`src/rtl/button_debounce_longpress_idle_power_defines.svh`:
```
// ----------------------------------------------------------------------------
// button_debounce_longpress_idle_power_defines
// Assertion macros shared by the button debounce and idle power RTL.
// ----------------------------------------------------------------------------
`ifndef BUTTON_DEBOUNCE_LONGPRESS_IDLE_POWER_DEFINES_SVH
`define BUTTON_DEBOUNCE_LONGPRESS_IDLE_POWER_DEFINES_SVH

// same-cycle implication, checked out of reset
`define BDLIP_ASSERT_IMPL(label, clk, rst_n, ante, cons) \
    label: assert property (@(posedge clk) disable iff (!rst_n) (ante) |-> (cons)) \
        else $error("implication check failed");

// next-cycle implication, checked out of reset
`define BDLIP_ASSERT_NEXT(label, clk, rst_n, ante, cons) \
    label: assert property (@(posedge clk) disable iff (!rst_n) (ante) |=> (cons)) \
        else $error("next-cycle check failed");

`endif

```
`src/rtl/bdlip_pkg.sv`:
```
// ----------------------------------------------------------------------------
// bdlip_pkg
// Types, constants and helpers for the button debounce and idle power block.
// ----------------------------------------------------------------------------
package bdlip_pkg;

    localparam int STAMP_WIDTH      = 32;
    localparam int CFG_INDEX_WIDTH  = 3;
    localparam int CFG_DATA_WIDTH   = 32;
    localparam int DEBOUNCE_WIDTH   = 16;
    localparam int LONG_PRESS_WIDTH = 20;
    localparam int PCT_WIDTH        = 7;
    localparam int TIME_WIDTH_DFLT  = 32;

    localparam logic [DEBOUNCE_WIDTH-1:0]   DEBOUNCE_RST     = 16'd50;
    localparam logic [LONG_PRESS_WIDTH-1:0] LONG_PRESS_RST   = 20'd5000;
    localparam logic                        LONG_PRESS_EN_RST = 1'b1;
    localparam logic [STAMP_WIDTH-1:0]      DIM_AFTER_RST    = 32'd180000;
    localparam logic [STAMP_WIDTH-1:0]      SLEEP_AFTER_RST  = 32'd600000;
    localparam logic [PCT_WIDTH-1:0]        BRIGHT_RST       = 7'd50;
    localparam logic [PCT_WIDTH-1:0]        DIM_RST          = 7'd20;
    localparam logic                        ACTIVE_LOW_RST   = 1'b1;
    localparam logic [PCT_WIDTH-1:0]        PCT_MAX          = 7'd100;

    typedef enum logic [CFG_INDEX_WIDTH-1:0] {
        CFG_DEBOUNCE      = 3'd0,
        CFG_LONG_PRESS    = 3'd1,
        CFG_LONG_PRESS_EN = 3'd2,
        CFG_DIM_AFTER     = 3'd3,
        CFG_SLEEP_AFTER   = 3'd4,
        CFG_BRIGHT        = 3'd5,
        CFG_DIM           = 3'd6,
        CFG_ACTIVE_LOW    = 3'd7
    } t_cfg_reg;

    function automatic logic [PCT_WIDTH-1:0] sat_pct(input logic [PCT_WIDTH-1:0] v);
        return (v > PCT_MAX) ? PCT_MAX : v;
    endfunction

endpackage

```
`src/rtl/button_debounce_longpress_idle_power.sv`:
```
// ----------------------------------------------------------------------------
// button_debounce_longpress_idle_power
// Debounces a button pin, flags presses and long presses, and runs the
// inactivity timer that dims the display and then requests sleep.
//
//   channel  direction  handshake                 payload
//   in       input      i_in_valid / o_in_stall   i_now_ms, i_pin_level
//   out      output     o_out_valid / i_out_stall o_stable_pressed .. o_is_dimmed
//   cfg      input      i_cfg_wr_en               i_cfg_index, i_cfg_data
//
// One transaction per cycle while no stall holds the flow; each tick passes
// through the input register and then the result register.
// The state update and all compares run in the single stage between them.
// Synchronous active-low reset clears control state and loads register defaults.
// A stall at the output holds the result register and, once the input register
// is also full, stalls the input.
// ----------------------------------------------------------------------------
`include "button_debounce_longpress_idle_power_defines.svh"

module button_debounce_longpress_idle_power #(
    parameter int TIME_WIDTH = bdlip_pkg::TIME_WIDTH_DFLT
) (
    input  logic                                   i_clk,
    input  logic                                   i_rst_n,
    input  logic                                   i_in_valid,
    output logic                                   o_in_stall,
    input  logic [bdlip_pkg::STAMP_WIDTH-1:0]      i_now_ms,
    input  logic                                   i_pin_level,
    output logic                                   o_out_valid,
    input  logic                                   i_out_stall,
    output logic                                   o_stable_pressed,
    output logic                                   o_press_event,
    output logic                                   o_long_press_event,
    output logic                                   o_poll_request,
    output logic                                   o_dim_event,
    output logic                                   o_sleep_event,
    output logic [bdlip_pkg::PCT_WIDTH-1:0]        o_brightness,
    output logic                                   o_is_dimmed,
    input  logic                                   i_cfg_wr_en,
    input  logic [bdlip_pkg::CFG_INDEX_WIDTH-1:0]  i_cfg_index,
    input  logic [bdlip_pkg::CFG_DATA_WIDTH-1:0]   i_cfg_data
);

    localparam int CW = (TIME_WIDTH > bdlip_pkg::STAMP_WIDTH) ? TIME_WIDTH
                                                              : bdlip_pkg::STAMP_WIDTH;

    logic [bdlip_pkg::DEBOUNCE_WIDTH-1:0]   r_debounce_ms;
    logic [bdlip_pkg::LONG_PRESS_WIDTH-1:0] r_long_press_ms;
    logic                                   r_long_press_en;
    logic [bdlip_pkg::STAMP_WIDTH-1:0]      r_dim_after_ms;
    logic [bdlip_pkg::STAMP_WIDTH-1:0]      r_sleep_after_ms;
    logic [bdlip_pkg::PCT_WIDTH-1:0]        r_bright_level;
    logic [bdlip_pkg::PCT_WIDTH-1:0]        r_dim_level;
    logic                                   r_active_low;

    logic                                   r_in_valid;
    logic [bdlip_pkg::STAMP_WIDTH-1:0]      r_in_now;
    logic                                   r_in_pin;

    logic                                   r_last_raw;
    logic [TIME_WIDTH-1:0]                  r_raw_change_time;
    logic                                   r_stable_state;
    logic [TIME_WIDTH-1:0]                  r_press_start_time;
    logic                                   r_long_done;
    logic [TIME_WIDTH-1:0]                  r_activity_time;
    logic                                   r_dim_flag;
    logic [bdlip_pkg::PCT_WIDTH-1:0]        r_cur_bright;

    logic                                   r_out_valid;
    logic                                   r_out_stable;
    logic                                   r_out_press;
    logic                                   r_out_long;
    logic                                   r_out_poll;
    logic                                   r_out_dim;
    logic                                   r_out_sleep;
    logic [bdlip_pkg::PCT_WIDTH-1:0]        r_out_bright;
    logic                                   r_out_dimmed;

    logic                                   n_last_raw;
    logic [TIME_WIDTH-1:0]                  n_raw_change_time;
    logic                                   n_stable_state;
    logic [TIME_WIDTH-1:0]                  n_press_start_time;
    logic                                   n_long_done;
    logic [TIME_WIDTH-1:0]                  n_activity_time;
    logic                                   n_dim_flag;
    logic [bdlip_pkg::PCT_WIDTH-1:0]        n_cur_bright;
    logic                                   n_press;
    logic                                   n_long;
    logic                                   n_poll;
    logic                                   n_dim;
    logic                                   n_sleep;

    logic                                   advance;
    logic [TIME_WIDTH-1:0]                  now_t;
    logic                                   raw;
    logic                                   raw_chg;
    logic [TIME_WIDTH-1:0]                  deb_diff;
    logic [TIME_WIDTH-1:0]                  hold_diff;
    logic [TIME_WIDTH-1:0]                  idle;
    logic                                   deb_ok;
    logic                                   new_stable;

    assign advance    = r_in_valid && (!r_out_valid || !i_out_stall);
    assign o_in_stall = r_in_valid && !advance;

    // configuration
    always_ff @(posedge i_clk) begin
        if (!i_rst_n) begin
            r_debounce_ms    <= bdlip_pkg::DEBOUNCE_RST;
            r_long_press_ms  <= bdlip_pkg::LONG_PRESS_RST;
            r_long_press_en  <= bdlip_pkg::LONG_PRESS_EN_RST;
            r_dim_after_ms   <= bdlip_pkg::DIM_AFTER_RST;
            r_sleep_after_ms <= bdlip_pkg::SLEEP_AFTER_RST;
            r_bright_level   <= bdlip_pkg::BRIGHT_RST;
            r_dim_level      <= bdlip_pkg::DIM_RST;
            r_active_low     <= bdlip_pkg::ACTIVE_LOW_RST;
        end else if (i_cfg_wr_en) begin
            case (i_cfg_index)
                bdlip_pkg::CFG_DEBOUNCE: begin
                    r_debounce_ms <= i_cfg_data[bdlip_pkg::DEBOUNCE_WIDTH-1:0];
                end
                bdlip_pkg::CFG_LONG_PRESS: begin
                    r_long_press_ms <= i_cfg_data[bdlip_pkg::LONG_PRESS_WIDTH-1:0];
                end
                bdlip_pkg::CFG_LONG_PRESS_EN: begin
                    r_long_press_en <= i_cfg_data[0];
                end
                bdlip_pkg::CFG_DIM_AFTER: begin
                    r_dim_after_ms <= i_cfg_data;
                end
                bdlip_pkg::CFG_SLEEP_AFTER: begin
                    r_sleep_after_ms <= i_cfg_data;
                end
                bdlip_pkg::CFG_BRIGHT: begin
                    r_bright_level <= i_cfg_data[bdlip_pkg::PCT_WIDTH-1:0];
                end
                bdlip_pkg::CFG_DIM: begin
                    r_dim_level <= i_cfg_data[bdlip_pkg::PCT_WIDTH-1:0];
                end
                bdlip_pkg::CFG_ACTIVE_LOW: begin
                    r_active_low <= i_cfg_data[0];
                end
                default: begin
                end
            endcase
        end
    end

    // input register
    always_ff @(posedge i_clk) begin
        if (!i_rst_n) begin
            r_in_valid <= 1'b0;
        end else if (!o_in_stall) begin
            r_in_valid <= i_in_valid;
        end
    end

    always_ff @(posedge i_clk) begin
        if (!o_in_stall && i_in_valid) begin
            r_in_now <= i_now_ms;
            r_in_pin <= i_pin_level;
        end
    end

    // tick evaluation
    always_comb begin
        now_t   = TIME_WIDTH'(r_in_now);
        raw     = r_active_low ? !r_in_pin : r_in_pin;
        raw_chg = (raw != r_last_raw);

        n_last_raw        = raw;
        n_raw_change_time = raw_chg ? now_t : r_raw_change_time;
        deb_diff          = raw_chg ? '0 : (now_t - r_raw_change_time);
        deb_ok            = CW'(deb_diff) >= CW'(r_debounce_ms);
        new_stable        = deb_ok && (r_stable_state != raw);

        n_stable_state     = r_stable_state;
        n_press_start_time = r_press_start_time;
        n_long_done        = r_long_done;
        n_press            = 1'b0;
        n_long             = 1'b0;
        if (new_stable) begin
            n_stable_state     = raw;
            n_press_start_time = raw ? now_t : '0;
            n_long_done        = 1'b0;
            n_press            = raw;
        end

        hold_diff = new_stable ? '0 : (now_t - r_press_start_time);
        if (deb_ok && r_long_press_en && n_stable_state && !n_long_done &&
            CW'(hold_diff) >= CW'(r_long_press_ms)) begin
            n_long_done = 1'b1;
            n_long      = 1'b1;
        end

        n_poll          = n_press || n_long;
        n_activity_time = n_poll ? now_t : r_activity_time;
        n_cur_bright    = n_poll ? bdlip_pkg::sat_pct(r_bright_level) : r_cur_bright;
        n_dim_flag      = n_poll ? 1'b0 : r_dim_flag;
        idle            = n_poll ? '0 : (now_t - r_activity_time);

        n_sleep = 1'b0;
        n_dim   = 1'b0;
        if (CW'(idle) >= CW'(r_sleep_after_ms)) begin
            n_sleep = 1'b1;
        end else if (!n_dim_flag && CW'(idle) >= CW'(r_dim_after_ms)) begin
            n_cur_bright = bdlip_pkg::sat_pct(r_dim_level);
            n_dim_flag   = 1'b1;
            n_dim        = 1'b1;
        end
    end

    // tracking state
    always_ff @(posedge i_clk) begin
        if (!i_rst_n) begin
            r_last_raw         <= 1'b0;
            r_raw_change_time  <= '0;
            r_stable_state     <= 1'b0;
            r_press_start_time <= '0;
            r_long_done        <= 1'b0;
            r_activity_time    <= '0;
            r_dim_flag         <= 1'b0;
            r_cur_bright       <= bdlip_pkg::BRIGHT_RST;
        end else if (advance) begin
            r_last_raw         <= n_last_raw;
            r_raw_change_time  <= n_raw_change_time;
            r_stable_state     <= n_stable_state;
            r_press_start_time <= n_press_start_time;
            r_long_done        <= n_long_done;
            r_activity_time    <= n_activity_time;
            r_dim_flag         <= n_dim_flag;
            r_cur_bright       <= n_cur_bright;
        end
    end

    // result register
    always_ff @(posedge i_clk) begin
        if (!i_rst_n) begin
            r_out_valid <= 1'b0;
        end else if (advance) begin
            r_out_valid <= 1'b1;
        end else if (!i_out_stall) begin
            r_out_valid <= 1'b0;
        end
    end

    always_ff @(posedge i_clk) begin
        if (advance) begin
            r_out_stable <= n_stable_state;
            r_out_press  <= n_press;
            r_out_long   <= n_long;
            r_out_poll   <= n_poll;
            r_out_dim    <= n_dim;
            r_out_sleep  <= n_sleep;
            r_out_bright <= n_cur_bright;
            r_out_dimmed <= n_dim_flag;
        end
    end

    assign o_out_valid        = r_out_valid;
    assign o_stable_pressed   = r_out_stable;
    assign o_press_event      = r_out_press;
    assign o_long_press_event = r_out_long;
    assign o_poll_request     = r_out_poll;
    assign o_dim_event        = r_out_dim;
    assign o_sleep_event      = r_out_sleep;
    assign o_brightness       = r_out_bright;
    assign o_is_dimmed        = r_out_dimmed;

    `BDLIP_ASSERT_IMPL(a_long_polls, i_clk, i_rst_n,
        o_out_valid && o_long_press_event, o_poll_request)
    `BDLIP_ASSERT_IMPL(a_press_is_stable, i_clk, i_rst_n,
        o_out_valid && o_press_event, o_stable_pressed && o_poll_request)
    `BDLIP_ASSERT_IMPL(a_dim_not_sleep, i_clk, i_rst_n,
        o_out_valid && o_dim_event, o_is_dimmed && !o_sleep_event)
    `BDLIP_ASSERT_IMPL(a_poll_undims, i_clk, i_rst_n,
        o_out_valid && o_poll_request, !o_is_dimmed || o_dim_event)
    `BDLIP_ASSERT_NEXT(a_tick_reaches_out, i_clk, i_rst_n,
        r_in_valid && !o_in_stall, o_out_valid)

endmodule

```
`config.mk`:
```
export PLATFORM = sky130hd
export DESIGN_NAME = button_debounce_longpress_idle_power
export DESIGN_NICKNAME = d
export VERILOG_FILES = /design/src/rtl/bdlip_pkg.sv /design/src/rtl/button_debounce_longpress_idle_power.sv
export VERILOG_INCLUDE_DIRS = /design/src /design/src/rtl
export SDC_FILE = /design/constraint.sdc
export NUM_CORES = 1
export LEC_CHECK = 0
export ABC_AREA = 1
export BUFFER_PORTS_ARGS = -buffer_cell sky130_fd_sc_hd__buf_2
export CAP_MARGIN = 20
export CORE_AREA = 2 2 172 174
export DETAILED_ROUTE_END_ITERATION = 7
export DIE_AREA = 0 0 174 176
export GPL_TIMING_DRIVEN = 1
export PLACE_DENSITY = 0.88
export SYNTH_ARGS = -nofsm -noshare
export SYNTH_HDL_FRONTEND = slang
export SYNTH_SLANG_ARGS = --single-unit
```
`constraint.sdc`:
```
create_clock -name i_clk -period 16.7 [get_ports i_clk]
set_input_delay 3.34 -clock i_clk [delete_from_list [all_inputs] [get_ports i_clk]]
set_output_delay 3.34 -clock i_clk [all_outputs]
set_load 0.05 [all_outputs]
```
==> impl_results.md <==
- Status: finished clean
- Cell family with most CP delay: simple AND/OR/NAND/NOR gates
- Crit path launch type: flop
- Post-synthesis register bit count: between 200 and 300
- HP Class: reg -> reg
- Via density: about 5.9
- Root Driver: clkbuf_16
- Hold_buf cts: 0
- Reg2reg path depth: 45
- Max-cap violations: 0
- Die area: a little over 30,000 µm²
- Mapped Area: roughly 18,000 µm²
- Total track usage: between 30% and 40%
- Post-route minimum period: between 9 and 10 ns
- Initial drt markers: roughly 1,900
- CTS tree: done
- Height of the die: ~180 µm
- Vias in the first global route: between 15,000 and 20,000
- PortBufs: 88
- Layout cells sized above 1: under 10%
- Via count: between 15,000 and 20,000
- CP required: approximately 17 ns
- Row cnt: 62
- Most frequent CP cell: nand2_1
- CP bufs+invs: 6
- Unrepaired setup endpoints after global routing: false
- Post-CTS sizing: 0
- Tightest Pin Transition: ~0.96 ns
- Initial Util: around 64%
- F_max: between 100 and 150 MHz
- Critical path's slowest cell: nor4b_1
- Crit-path max FO: 35
- Final Instance Area: 20,200 µm²
- Worst clock skew: 0.0315 ns
- Final Max Tran Viols: 0
- Asr flop ratio synth: 0%
- Initial antenna violation count: 1
- Hold path start: r_long_press_ms[14]$_SDFFE_PN0P_
- Ys flop type: dfxtp_1
- WHS Endpoint: r_long_press_ms[14]$_SDFFE_PN0P_
- Most frequent cells in the layout: nand2_1, inv_1, a21oi_1
- Post-synth EDFFs: 47
- Area after DPL: 19,200 µm²
- Fin. Hold Viols: 0
- Max-slew headroom: a little over a third
- Post-Syn Area per Cell: a little under 7 µm²
- WL/cell: between 15 and 20 µm
- Critical Path AT: roughly 9.6 ns
- Pin count of the biggest net entering global routing: between 90 and 100
- CP Class: reg -> reg
- Seq/Total Area, Yosys: 32.2%
- Final setup vio count: 0
- First-pass GRT wire length: a little over 90,000 µm
- Overall Power: approximately 2.1 mW
- Ports: between 80 and 90
- Post-layout util: around 71%
- Hold Crit Depth: 2
- Clock-pin slew on the worst setup and hold paths: around 0.060 ns
- Clock Sinks: roughly 270
- Critical path's largest stage delay: around 0.73 ns
- Yosys warning count: 0
- Reg-to-reg slack, setup: roughly 7.4 ns
- Antenna diodes: 0
- Fin crit share: a little under three fifths
- Synthesized Nets: slightly below 3,000
- Clock buffer depth: 3
- H-Tree Depth: 1
- DRC Markers: 0
- Core Region: between 20,000 and 30,000 µm²
- Worst-Skew Late Latency: ~0.57 ns
- Maximum vdd drop: 0.0000972 V
- Pwr/cell area: roughly 100 nW/µm²
- Routed Antenna Nets: 0
- Setup bufs post-CTS: 0
- Leak: 9.45 nW
- Stages on the worst setup path: 45
- R2R Path Start: now_t[1]$_DFFE_PP_
- Most common cell after layout, fill and taps aside: nand2_1
- Cells after Synth: about 2,700
- Final GP Congestion: approximately 1.1
- Synth cell types: 52
- Drt first pass iters: 6
- Syn-to-layout area delta: 9.92%
- Grt total ovfl: 0
- TritonCTS Buffers: 29
- Worst reg2reg path endpoint: o_brightness[5]$_DFFE_PP_
- Final setup TNS: 0 ns
- Setup crit end kind: flop
- Post-DP HPWL: ~45,000 µm
- Final WL: between 50,000 and 60,000 µm
- Die W: 174 µm
- Layout Nets: roughly 3,000
-- worst max path at each step --
stage                            start                         to  slack, ns
floorplan                  i_out_stall                 o_in_stall       9.25
global placement    r_in_pin$_DFFE_PP_  o_brightness[5]$_DFFE_PP_       7.98
detailed placement  r_in_pin$_DFFE_PP_  o_brightness[1]$_DFFE_PP_       7.76
CTS                 r_in_pin$_DFFE_PP_  o_brightness[1]$_DFFE_PP_       7.72
global route        now_t[1]$_DFFE_PP_  o_brightness[1]$_DFFE_PP_       6.94
finish              now_t[1]$_DFFE_PP_  o_brightness[5]$_DFFE_PP_       7.44
-- Yosys cell counts (26+ instances only) --
library cell  number  area [µm²]
inv_1            457        1720
o21ai_0          216        1080
o211ai_1          26         195
a21oi_1          331        1660
xor2_1            31         272
edfxtp_1          47        1410
nand4_1           34         213
dfxtp_1          225        4500
clkbuf_1          70         263
nand2_1          580        2180
ha_1             191        2390
nand3_1          118         591
nor2_1           161         604
-- worst register-to-register path: cells and delay by family, from the launching register on --
family	cells	cell delay, ns
AND/OR/NAND/NOR	23	3.69
AO/OA/AOI/OAI	11	1.76
buffers and inverters	6	1.67
adder cells (fa/ha/maj)	4	1.12
flip-flops	1	0.59
XOR/XNOR	1	0.22
-- logic make-up (layout without fill, tap and decap cells) --
| family | after synthesis | in the layout | share of synthesized area (%) |
|---|---|---|---|
| AOI/OAI and AO/OA | 621 | 621 | 18.0 |
| adders and majority gates | 194 | 194 | 13.3 |
| and+or+nand+nor | 986 | 986 | 23.0 |
| buffers and inverters | 555 | 653 | 11.4 |
| xor gates and xnor gates | 42 | 42 | 2.00 |
| DFF | 272 | 272 | 32.2 |
-- where the power goes --
| group | switching (mW) | internal (mW) |
|---|---|---|
| clock | 0.278 | 0.348 |
| sequential | 0.0192 | 0.713 |
| combinational | 0.510 | 0.250 |
-- sequential cells by signal (all words and copies together) (netlist names), 7 cells and up --
| signal | flops |
|---|---|
| r_dim_level | 7 |
| r_cur_bright | 7 |
| r_bright_level | 7 |
| r_long_press_ms | 20 |
| now_t | 32 |
| r_dim_after_ms | 32 |
| r_press_start_time | 32 |
| r_raw_change_time | 32 |
| o_brightness | 7 |
| r_sleep_after_ms | 32 |
| r_debounce_ms | 16 |
| r_activity_time | 32 |
-- stage by stage --
step	hold slack [ns]	cells	setup WS (ns)
floorplan	0.435	2670	9.25
global placement	0.445	3096	7.98
detailed placement	0.454	3096	7.76
CTS	0.464	3150	7.72
global route	0.474	3152	6.94
finish	0.460	3152	7.44
-- area by class of cell --
class | count | area, µm²
multi-input combinational | 1843 | 10400
fill | 2446 | 8370
sequential | 272 | 5920
inverter | 481 | 1810
clock buffer | 41 | 831
timing repair buffer | 118 | 708
tap | 384 | 480
clock inverter | 13 | 80.1
-- per-layer routing --
layer	track usage, %	share of wire [%]	vias to the layer above
met4	17.3	5.0	2
met5	0	0.024	-
met2	61.1	44	925
met3	7.95	10	181
li1	-	-	8849
met1	48.8	40	8538
No activity file was read; power rests on OpenSTA's default activity.
